File: config.mk
export PLATFORM = sky130hd
export DESIGN_NAME = energy_beat_detector
export DESIGN_NICKNAME = d
export VERILOG_FILES = /design/src/rtl/core/ebd_pkg.sv /design/src/rtl/core/energy_beat_detector.sv /design/src/rtl/core/ebd_cell.sv /design/src/rtl/core/ebd_window.sv
export SDC_FILE = /design/constraint.sdc
export NUM_CORES = 2
export LEC_CHECK = 0
export ABC_AREA = 1
export BUFFER_PORTS_ARGS = -buffer_cell sky130_fd_sc_hd__buf_2
export CORE_UTILIZATION = 30
export CTS_BUF_LIST = sky130_fd_sc_hd__clkbuf_4
export DETAILED_ROUTE_END_ITERATION = 8
export PLACE_DENSITY = 0.48
export SKIP_LAST_GASP = 1
export SLEW_MARGIN = 20
export SYNTH_ARGS = -nofsm -noshare
export SYNTH_HDL_FRONTEND = slang
export SYNTH_SLANG_ARGS = --single-unit
export TNS_END_PERCENT = 100
File: constraint.sdc
create_clock -name clock -period 28.7 [get_ports clock]
set_input_delay 0 -clock clock [delete_from_list [all_inputs] [get_ports clock]]
set_output_delay 0 -clock clock [all_outputs]
set_load 0.05 [all_outputs]
File: src/rtl/core/ebd_pkg.sv
// ----------------------------------------------------------------------------
// Energy beat detector package
// Widths, register map and shared types for the energy beat detector.
// ----------------------------------------------------------------------------
package ebd_pkg;

   // Window depth and volume width.
   localparam int MAX_HISTORY = 16;
   localparam int VOL_BITS    = 20;

   // Fill count holds 0 .. MAX_HISTORY; the sum holds MAX_HISTORY volumes.
   localparam int FILL_BITS = $clog2(MAX_HISTORY + 1);
   localparam int SUM_BITS  = VOL_BITS + FILL_BITS;

   // Register and field widths.
   localparam int LEN_BITS   = 5;
   localparam int THR_BITS   = 12;
   localparam int TIME_BITS  = 16;
   localparam int OUT_BITS   = 24;
   localparam logic [OUT_BITS-1:0] OUT_MAX = {OUT_BITS{1'b1}};
   localparam logic [TIME_BITS-1:0] TIME_MAX = {TIME_BITS{1'b1}};

   // Cross-multiplied comparison operands.
   localparam int LHS_BITS  = VOL_BITS + FILL_BITS + 8;
   localparam int RHS_BITS  = SUM_BITS + THR_BITS;
   localparam int PROD_BITS = (LHS_BITS > RHS_BITS) ? LHS_BITS : RHS_BITS;

   // Stream packing.
   localparam int REQ_FIELD_BITS = VOL_BITS + TIME_BITS;
   localparam int REQ_DATA_BITS  = ((REQ_FIELD_BITS + 7) / 8) * 8;
   localparam int RSP_DATA_BITS  = ((OUT_BITS + 7) / 8) * 8;

   // Register bus.
   localparam int CSR_ADDR_BITS = 4;
   localparam int CSR_DATA_BITS = 32;
   localparam logic [1:0] REG_HISTORY_LEN = 2'd0;
   localparam logic [1:0] REG_THRESHOLD   = 2'd1;
   localparam logic [1:0] REG_HOLDOFF     = 2'd2;

   // Window state after the push of the current request.
   typedef struct packed {
      logic [SUM_BITS-1:0]  sum;
      logic [FILL_BITS-1:0] filled;
   } win_status_type;

endpackage

File: src/rtl/core/energy_beat_detector.sv
// ----------------------------------------------------------------------------
// Energy beat detector
// Moving-average beat detection over a window of recent block volumes.
// ----------------------------------------------------------------------------
// Each request on the req_ stream carries one block volume and the
// milliseconds since the previous request. The volume shifts into a chain of
// history cells, the running sum is updated, and a beat is flagged when the
// volume times the fill level times 256 exceeds the sum times threshold_q8
// and more than holdoff_ms has passed since the previous beat.
// Exactly one result per request leaves on the rsp_ stream: tuser holds the
// beat flag, tdata the saturated window sum.
// Throughput is one request per cycle while the receiver takes results; the
// window update, both products and the timer are evaluated in the accept
// cycle. The output register raises rsp_tvalid in the cycle after accept.
// When the receiver stalls, the output register holds its result and
// req_tready drops until it is taken; a new request is accepted in the same
// cycle a waiting result leaves.
// Reset is synchronous: the window empties, the beat timer clears and the
// registers return to history_len 5, threshold_q8 384, holdoff_ms 300.
// The user must write registers through the csr_ port only while idle.
// ----------------------------------------------------------------------------
module energy_beat_detector import ebd_pkg::*; (
   input  logic                     clock,
   input  logic                     reset,
   // Request stream. tdata: volume [19:0], elapsed_ms [35:20], zero pad.
   input  logic                     req_tvalid,
   output logic                     req_tready,
   input  logic [REQ_DATA_BITS-1:0] req_tdata,
   // Result stream. tdata: window_sum [23:0]. tuser: beat [0].
   output logic                     rsp_tvalid,
   input  logic                     rsp_tready,
   output logic [RSP_DATA_BITS-1:0] rsp_tdata,
   output logic                     rsp_tuser,
   // Register bus.
   input  logic                     csr_psel,
   input  logic                     csr_penable,
   input  logic                     csr_pwrite,
   input  logic [CSR_ADDR_BITS-1:0] csr_paddr,
   input  logic [CSR_DATA_BITS-1:0] csr_pwdata,
   output logic [CSR_DATA_BITS-1:0] csr_prdata,
   output logic                     csr_pready
);

   logic [LEN_BITS-1:0]  history_len_ff;
   logic [THR_BITS-1:0]  threshold_ff;
   logic [TIME_BITS-1:0] holdoff_ff;
   logic                 csr_write;
   logic [1:0]           csr_index;

   logic                 accept;
   logic [VOL_BITS-1:0]  volume;
   logic [TIME_BITS-1:0] elapsed_ms;
   win_status_type       status;

   logic [TIME_BITS:0]   time_sum;
   logic [TIME_BITS-1:0] time_sat;
   logic [LHS_BITS-1:0]  lhs;
   logic [RHS_BITS-1:0]  rhs;
   logic                 beat;
   logic [OUT_BITS-1:0]  sum_out;

   logic [TIME_BITS-1:0] since_beat_ff;
   logic [TIME_BITS-1:0] since_beat_in;
   logic                 rsp_valid_ff;
   logic                 rsp_valid_in;
   logic                 rsp_beat_ff;
   logic [OUT_BITS-1:0]  rsp_sum_ff;

   // Register bus: writes complete in the access phase, reads are plain muxes.
   assign csr_pready = 1'b1;
   assign csr_write  = csr_psel && csr_penable && csr_pwrite;
   assign csr_index  = csr_paddr[3:2];

   always_ff @(posedge clock) begin
      if (reset) begin
         history_len_ff <= LEN_BITS'(5);
         threshold_ff   <= THR_BITS'(384);
         holdoff_ff     <= TIME_BITS'(300);
      end else if (csr_write) begin
         unique case (csr_index)
            REG_HISTORY_LEN: history_len_ff <= csr_pwdata[LEN_BITS-1:0];
            REG_THRESHOLD:   threshold_ff   <= csr_pwdata[THR_BITS-1:0];
            REG_HOLDOFF:     holdoff_ff     <= csr_pwdata[TIME_BITS-1:0];
            default: ;
         endcase
      end
   end

   always_comb begin
      unique case (csr_index)
         REG_HISTORY_LEN: csr_prdata = CSR_DATA_BITS'(history_len_ff);
         REG_THRESHOLD:   csr_prdata = CSR_DATA_BITS'(threshold_ff);
         REG_HOLDOFF:     csr_prdata = CSR_DATA_BITS'(holdoff_ff);
         default:         csr_prdata = '0;
      endcase
   end

   // A request is taken whenever the output register is free or draining.
   assign req_tready = !rsp_valid_ff || rsp_tready;
   assign accept     = req_tvalid && req_tready;
   assign volume     = req_tdata[VOL_BITS-1:0];
   assign elapsed_ms = req_tdata[VOL_BITS +: TIME_BITS];

   ebd_window u_window (
      .clock       (clock),
      .reset       (reset),
      .push        (accept),
      .volume      (volume),
      .history_len (history_len_ff),
      .status      (status)
   );

   // Beat timer saturates before the holdoff test.
   assign time_sum = {1'b0, since_beat_ff} + {1'b0, elapsed_ms};
   assign time_sat = time_sum[TIME_BITS] ? TIME_MAX : time_sum[TIME_BITS-1:0];

   // Volume against the scaled average, cross-multiplied.
   assign lhs = {LHS_BITS'(volume) * LHS_BITS'(status.filled)} << 8;
   assign rhs = RHS_BITS'(status.sum) * RHS_BITS'(threshold_ff);

   assign beat = (PROD_BITS'(lhs) > PROD_BITS'(rhs)) && (time_sat > holdoff_ff);

   assign since_beat_in = !accept ? since_beat_ff : (beat ? '0 : time_sat);

   // Window sum clipped to the field width.
   always_comb begin
      if (64'(status.sum) > 64'(OUT_MAX)) begin
         sum_out = OUT_MAX;
      end else begin
         sum_out = OUT_BITS'(status.sum);
      end
   end

   assign rsp_valid_in = accept || (rsp_valid_ff && !rsp_tready);

   always_ff @(posedge clock) begin
      if (reset) begin
         since_beat_ff <= '0;
         rsp_valid_ff  <= 1'b0;
      end else begin
         since_beat_ff <= since_beat_in;
         rsp_valid_ff  <= rsp_valid_in;
      end
   end

   // Result payload loads on accept and holds while the receiver stalls.
   always_ff @(posedge clock) begin
      if (accept) begin
         rsp_beat_ff <= beat;
         rsp_sum_ff  <= sum_out;
      end
   end

   assign rsp_tvalid = rsp_valid_ff;
   assign rsp_tuser  = rsp_beat_ff;
   assign rsp_tdata  = RSP_DATA_BITS'(rsp_sum_ff);

endmodule

File: src/rtl/core/ebd_cell.sv
// ----------------------------------------------------------------------------
// Energy beat detector history cell
// One slot of the volume shift line with its share of the oldest-entry tap.
// ----------------------------------------------------------------------------
module ebd_cell import ebd_pkg::*; (
   input  logic                clock,
   input  logic                push,
   input  logic [VOL_BITS-1:0] shift_vol,
   input  logic                oldest_sel,
   input  logic [VOL_BITS-1:0] acc_prev,
   output logic [VOL_BITS-1:0] vol_out,
   output logic [VOL_BITS-1:0] acc_next
);

   logic [VOL_BITS-1:0] vol_ff;
   logic [VOL_BITS-1:0] vol_in;

   // Take the neighbor's volume on every push.
   assign vol_in = push ? shift_vol : vol_ff;

   always_ff @(posedge clock) begin
      vol_ff <= vol_in;
   end

   // Merge this cell's volume into the tap chain when it is the oldest one.
   assign acc_next = acc_prev | (oldest_sel ? vol_ff : '0);
   assign vol_out  = vol_ff;

endmodule

File: src/rtl/core/ebd_window.sv
// ----------------------------------------------------------------------------
// Energy beat detector window
// Chain of history cells with fill count and running sum.
// ----------------------------------------------------------------------------
module ebd_window import ebd_pkg::*; (
   input  logic                 clock,
   input  logic                 reset,
   input  logic                 push,
   input  logic [VOL_BITS-1:0]  volume,
   input  logic [LEN_BITS-1:0]  history_len,
   output win_status_type       status
);

   logic [VOL_BITS-1:0]  vol_chain [MAX_HISTORY+1];
   logic [VOL_BITS-1:0]  acc_chain [MAX_HISTORY+1];
   logic [FILL_BITS-1:0] filled_ff;
   logic [FILL_BITS-1:0] filled_in;
   logic [SUM_BITS-1:0]  sum_ff;
   logic [SUM_BITS-1:0]  sum_in;
   logic [FILL_BITS-1:0] len_eff;
   logic                 evict;
   logic [SUM_BITS-1:0]  evict_vol;

   // Cell 0 holds the newest volume; cell k the one pushed k requests ago.
   assign vol_chain[0] = volume;
   assign acc_chain[0] = '0;

   for (genvar k = 0; k < MAX_HISTORY; k++) begin : g_cell
      ebd_cell u_cell (
         .clock      (clock),
         .push       (push),
         .shift_vol  (vol_chain[k]),
         .oldest_sel (filled_ff == FILL_BITS'(k + 1)),
         .acc_prev   (acc_chain[k]),
         .vol_out    (vol_chain[k+1]),
         .acc_next   (acc_chain[k+1])
      );
   end

   // Window length clamped to 1 .. MAX_HISTORY.
   always_comb begin
      if (history_len == '0) begin
         len_eff = FILL_BITS'(1);
      end else if (32'(history_len) > 32'(MAX_HISTORY)) begin
         len_eff = FILL_BITS'(MAX_HISTORY);
      end else begin
         len_eff = FILL_BITS'(history_len);
      end
   end

   // A full window drops exactly one oldest volume per push.
   assign evict     = (filled_ff >= len_eff) && (filled_ff != '0);
   assign evict_vol = evict ? SUM_BITS'(acc_chain[MAX_HISTORY]) : '0;

   always_comb begin
      status.sum    = sum_ff - evict_vol + SUM_BITS'(volume);
      status.filled = evict ? filled_ff : filled_ff + FILL_BITS'(1);
   end

   assign sum_in    = push ? status.sum : sum_ff;
   assign filled_in = push ? status.filled : filled_ff;

   always_ff @(posedge clock) begin
      if (reset) begin
         sum_ff    <= '0;
         filled_ff <= '0;
      end else begin
         sum_ff    <= sum_in;
         filled_ff <= filled_in;
      end
   end

endmodule

# Word level (Yosys, flattened, before mapping)

Cells that the tools add are included.
W data, S select, Z words.

Bitwise operators: 15
Equal/unequal tests: 18
Add/subtract/negate cells: 4
Multipliers: 2
Magnitude comparators: 5
Multiplexer cells: 23
Reduce and logical (&&, ||, !) cells: 16

Operators with widths:

| operator               | number |
|---|---|
| $mux W20               | 17 |
| $or A20 B20 Y20        | 15 |
| $pmux W16 S3           | 1 |
| $eq A5 B4 Y1 const B   | 8 |
| $gt A33 B37 Y1         | 1 |
| $mul A25 B12 Y37       | 1 |
| $mux W16               | 2 |
| $add A25 B20 Y25       | 1 |
| $gt A25 B24 Y1 const B | 1 |
| $mul A20 B5 Y25        | 1 |
| $sub A25 B25 Y25       | 1 |
| $eq A5 B3 Y1 const B   | 4 |
| $add A16 B16 Y17       | 1 |
| $gt A16 B16 Y1         | 1 |
| $mux W5                | 3 |
| $eq A5 B2 Y1 const B   | 2 |
| $logic_and A1 B1 Y1    | 6 |
| $reduce_and A2 Y1      | 3 |
| $add A5 B1 Y5 const B  | 1 |
| $eq A5 B1 Y1 const B   | 1 |
| $eq A5 B5 Y1 const B   | 1 |
| $ge A5 B5 Y1           | 1 |
| $gt A5 B5 Y1 const B   | 1 |
| $logic_not A5 Y1       | 1 |
| other kinds (6)        | 8 |

Input port bits: 83
Output and inout bits: 60
Bits in registers: 425
Word-level logic and storage cells: 108

# Depth between registers and ports, before layout

Word-level depth: 24
Gate-level depth with buffers: 62
Depth with buffers taken out: 60

# By module

Synthesis repeated with hierarchy kept, for this count alone.

Cell total of the unflattened synthesis: 4392
Area, all modules: 35333.9 µm²

By module, submodules not included:

| module               | sequential area each (µm²) | cells each | instances | area each (µm²) |
|---|---|---|---|---|
| energy_beat_detector | 1751.7                     | 2322       | 1         | 17483.0 |
| ebd_cell             | 600.6                      | 82         | 16        | 848.3 |
| ebd_window           | 600.6                      | 758        | 1         | 4277.9 |

# Worst setup path before layout

No wires, ideal clock.

Path kind: register to register
Start: register history_len_ff[2]
End: register since_beat_ff[10]
Setup time: 0.132 ns
Required time: 28.568 ns
Arrival: 9.072 ns
Stages on the path, launching flop included: 56
Path slack: 19.496 ns
Buffers on the path: 3
Clock period less this slack: 9.204 ns
Path through: dfxtp_1 -> nor2_1 -> nand2_1 -> a21oi_1 -> ha_1 -> o21ai_0 -> a21boi_1 -> o21a_1 -> o21ai_1 -> nand2_1 -> nand2_2 -> clkinv_1 -> clkbuf_1 -> nand2_1 -> inv_1 -> fa_1 -> inv_1 -> ha_1 -> [20 not listed] -> nor2_1 -> nand2_1 -> a21oi_1 -> nand2_2 -> a31oi_1 -> o21bai_1 -> xnor2_1 -> ha_1 -> nand4_1 -> nor3_1 -> nand2_1 -> nand2_1 -> nand3_1 -> nor2_1 -> nand3_2 -> buf_6 -> nand3_1 -> a21oi_1

Cells in the longest elaborated chain, start to end: 12
Elaborated cells between the ends (all ways): 15
Classes of those cells: add/sub: 2; mul: 2; order compare: 3; mux: 5; reduce/logical: 3

Ends and longest elaborated chain:

| element                | line                        | source |
|---|---|---|
| start, declared        | energy_beat_detector.sv:44  | `logic [LEN_BITS-1:0] history_len_ff;` |
| start signal, assigned | energy_beat_detector.sv:81  | `REG_HISTORY_LEN: history_len_ff <= csr_pwdata[LEN_BITS-1:0];` |
| $gt A5 B5 Y1           | ebd_window.sv:44            | `end else if (32'(history_len) > 32'(MAX_HISTORY)) begin` |
| $mux W5                | ebd_window.sv:44            |  |
| $mux W5 *              | ebd_window.sv:42            | `if (history_len == '0) begin` |
| $ge A5 B5 Y1 *         | ebd_window.sv:52            | `assign evict = (filled_ff >= len_eff) && (filled_ff != '0);` |
| $logic_and A1 B1 Y1 *  | ebd_window.sv:52            |  |
| $mux W20               | ebd_window.sv:53            | `assign evict_vol = evict ? SUM_BITS'(acc_chain[MAX_HISTORY]) : '0;` |
| $sub A25 B25 Y25       | ebd_window.sv:56            | `status.sum = sum_ff - evict_vol + SUM_BITS'(volume);` |
| $add A25 B20 Y25       | ebd_window.sv:56            |  |
| $mul A25 B12 Y37       | energy_beat_detector.sv:119 | `assign rhs = RHS_BITS'(status.sum) * RHS_BITS'(threshold_ff);` |
| $gt A33 B37 Y1 *       | energy_beat_detector.sv:121 | `assign beat = (PROD_BITS'(lhs) > PROD_BITS'(rhs)) && (time_sat > holdoff_ff);` |
| $logic_and A1 B1 Y1 *  | energy_beat_detector.sv:121 |  |
| $mux W16 *             | energy_beat_detector.sv:123 | `assign since_beat_in = !accept ? since_beat_ff : (beat ? '0 : time_sat);` |
| end signal, assigned   | energy_beat_detector.sv:141 | `since_beat_ff <= since_beat_in;` |
| end, declared          | energy_beat_detector.sv:62  | `logic [TIME_BITS-1:0] since_beat_ff;` |

Every way passes the cells marked *; elsewhere a longest branch is shown, timed or not.
A chain may end at the register's enable or synchronous reset.

# Final worst setup path

Start: register u_window.filled_ff[3]
End: register since_beat_ff[12]

Cells in the longest elaborated chain, start to end: 24
Elaborated cells between the ends (all ways): 60
Classes of those cells: add/sub: 3; mul: 2; order compare: 2; eq/ne: 16; mux: 19; bitwise: 15; reduce/logical: 3

Ends and longest elaborated chain:

| element                                      | line                        | source |
|---|---|---|
| start, declared                              | ebd_window.sv:16            | `logic [FILL_BITS-1:0] filled_ff;` |
| start signal, assigned                       | ebd_window.sv:69            | `filled_ff <= filled_in;` |
| $eq A5 B1 Y1 or $eq A5 B2 Y1 (tied branches) | ebd_window.sv:33            | `.oldest_sel (filled_ff == FILL_BITS'(k + 1)),` |
| $mux W20                                     | ebd_cell.sv:26              | `assign acc_next = acc_prev \| (oldest_sel ? vol_ff : '0);` |
| $or A20 B20 Y20 (15 in a row)                | ebd_cell.sv:26              |  |
| $mux W20                                     | ebd_window.sv:53            |  |
| $sub A25 B25 Y25                             | ebd_window.sv:56            |  |
| $add A25 B20 Y25                             | ebd_window.sv:56            |  |
| $mul A25 B12 Y37                             | energy_beat_detector.sv:119 |  |
| $gt A33 B37 Y1 *                             | energy_beat_detector.sv:121 |  |
| $logic_and A1 B1 Y1 *                        | energy_beat_detector.sv:121 |  |
| $mux W16 *                                   | energy_beat_detector.sv:123 |  |

Marks and branches as above.

==> flow_summary_export.csv <==
group,metric,value,unit
worst_setup_path,crit_fanout,35,
clock_tree,h-tree-depth,3,
clock_tree,clk_path_buf_depth,3,
floorplan,die_w,332,µm
worst_setup_path,timing.reg2reg.setup_slack,15.70,ns
min_path,holdPathEnd,"since_beat_ff[13]",
global_route,track_usage,17.1,%
clock_tree,cts_tree,"done",
layout,fin_cells,5304,
clock_tree,root_buffer,"clkbuf_4",
floorplan,core,0.108,mm²
global_route,grt_max_degree,174,
timing,slew_violations,0,
timing,rsz0062_at_grt,"false",
synthesis,synth_ff_type,"edfxtp_1",
drt,detail-route-antenna-nets,0,
min_path,hold_path.class,"in -> reg",
synthesis,ys_ff_latch,425,
clock_tree,clk_pin_slew,0.07,ns
timing,period_share,45.3,%
worst_setup_path,timing.rr.start,"u_window.filled_ff[3]",
job,max_cap_viol_count,0,
floorplan,start_util,30.4,%
clock_tree,clock_latency,0.98,ns
placed_design,port_buffers,103,
clock_tree,cts.sinks,425,
layout,layout-drive-gt1-share,10.5,%
timing,clock_skew,0.118,ns
drt,drc,0,
synthesis,netlist_area,0.0327,mm²
floorplan,rows,120,
placed_design,routabilityCongestion,0.859,
worst_setup_path,slowest_stage,"nor2_4",
synthesis,yosys-top-cells-count,"688 x inv_1, 683 x nand2_1, 345 x edfxtp_1",
drt,routed_wl,93500,µm
synthesis,synth.yosys.warnings,0,
drt,wl_per_cell,17.6,µm
worst_setup_path,cp_data_required_time,29.46,ns
synthesis,synth.most_common_cell,"inv_1",
layout,area_delta_synth_final,14.3,%
global_route,grt_antenna_before_repair,3,
floorplan,die-area,0.110,mm²
timing,relSlewSlack,32.0,%
timing,worst_pin_slew,1.02,ns
synthesis,ys_types,58,
min_path,worstHoldStart,"req_tdata[32]",
clock_tree,cts_setup_buffers,0,
synthesis,yosys.area.top_type,"edfxtp_1",
global_route,grt_pass1_vias,25542,
drt,vias,25123,
synthesis,yosysSeqAreaShare,36.6,%
timing,fmaxAchievable,76.9,MHz
worst_setup_path,arrival,13.76,ns
synthesis,synth_edf_count,345,
worst_setup_path,reg2reg_to,"since_beat_ff[12]",
floorplan,io_pins,143,
worst_setup_path,critPathLaunchType,"flop",
drt,via_per_inst,4.74,
min_path,whs_path_depth,9,
global_route,grt_pass1_wl,147000,µm
placed_design,post-place-cells,4979,
timing,finalHoldViolCount,0,
synthesis,synthTopCellsByArea,"edfxtp_1 32%, fa_1 19%, inv_1 7.9%, nand2_1 7.8%, ha_1 7.7%",
worst_setup_path,reg2reg_depth,52,
floorplan,fp.dieH,332,µm
synthesis,ys_async_sr_fraction,0,%
synthesis,syn-mean-instance-area,9.22,µm²
placed_design,hpwl,66400,µm
drt,drt-pass1-iter-count,5,
timing,setup_tns,0,ns
worst_setup_path,max_stage_delay,0.68,ns
synthesis,synth.top_cell.area_share,31.7,%
run_status,status,"completed",
timing,setup_viol,0,
clock_tree,cts-buffers-inserted,114,
worst_setup_path,crit_path_end_kind,"flop",
synthesis,netlist_instances,3545,
layout,finalNetCount,4396,
global_route,gr-total-overflow,0,
timing,finalCriticalPeriod,13.00,ns
drt,dr.first_iter.drc_count,1620,
worst_setup_path,path_class,"reg -> reg",
final cells by class:
cell class	count	area [µm²]
tap	1403	1760
antenna	4	10.0
clock inverter	43	251
fill	11244	70100
sequential	425	12000
clock buffer	162	1220
multi-input combinational	2302	17500
timing repair buffer	263	2020
inverter	702	2640
worst max-delay path: cells and delay by family (launching register included):
family	cells	cell delay [ns]
simple gates	20	4.09
flops	1	0.52
compound gates	9	1.64
buf+inv	12	2.31
xor+xnor	1	0.14
fa+ha+maj	10	4.10
logic make-up (layout without fill, tap and decap cells):
group                    count (synthesis)  count (layout)  share of synthesized area, %
XOR/XNOR                                72              72                          2.02
adder cells (fa/ha/maj)                505             505                          26.3
AO/OA/AOI/OAI                          473             473                          9.19
other                                    2              21                        0.0230
AND/OR/NAND/NOR                       1235            1235                          15.7
flip-flops                             425             425                          36.6
buffers and inverters                  833            1170                          10.1
sequential cells by signal, summed over array words and instances (netlist names):
name,count
history_len_ff,5
holdoff_ff,16
rsp_tdata,24
rsp_tuser,1
rsp_tvalid,1
since_beat_ff,16
threshold_ff,12
u_window.filled_ff,5
u_window.g_cell.u_cell.vol_out,320
u_window.sum_ff,25
routing by layer:
layer  vias up  global-route usage, %  wire length, µm
met5         -                      0                0
li1      11981                      -                -
met2       644                   28.3            44100
met1     12368                   23.0            42700
met3       130                   2.20             4100
met4         0                   5.58             2580
metrics by stage:
step	hold slack (ns)	worst slack, ns	util (%)	cell area [µm²]
3_3_place_gp	0.243	16.16	32.3	34700
3_5_place_dp	0.255	16.14	32.3	34700
6_report	0.107	15.70	34.7	37400
2_1_floorplan	0.0989	19.50	-	32700
5_1_grt	0.154	14.81	34.7	37400
4_1_cts	0.0192	15.57	34.7	37300
how the worst max path moves through the flow:
stage	slack [ns]	cells after the start	end	from
2_1_floorplan	19.50	55	since_beat_ff[10]	history_len_ff[2]
3_3_place_gp	16.16	51	since_beat_ff[10]	u_window.filled_ff[3]
3_5_place_dp	16.14	51	since_beat_ff[8]	u_window.filled_ff[3]
4_1_cts	15.57	52	since_beat_ff[12]	u_window.filled_ff[3]
5_1_grt	14.81	52	since_beat_ff[12]	u_window.filled_ff[3]
6_report	15.70	52	since_beat_ff[12]	u_window.filled_ff[3]
cell usage in the layout (no fill, tap or decap), drive strengths merged, types with 24 or more instances in the layout:
cell         instances
inv                702
nand2              700
edfxtp             345
fa                 305
nor2               272
ha                 200
nand3              189
a21oi              172
clkbuf             162
buf                147
dlygate4sd3        116
o21ai              116
dfxtp               80
xor2                46
clkinv              41
or2                 34
a32o                32
xnor2               26
a311oi              24
repair_timing:
item	4_1_cts	5_1_grt
gates resized for setup	0	0
hold buffers	116	0
setup endpoints to repair	0	0
hold endpoints to repair	88	0
Power is left out: the tool's default activity adds up to more than one toggle a clock period on the data nets, which glitch-free logic cannot reach.
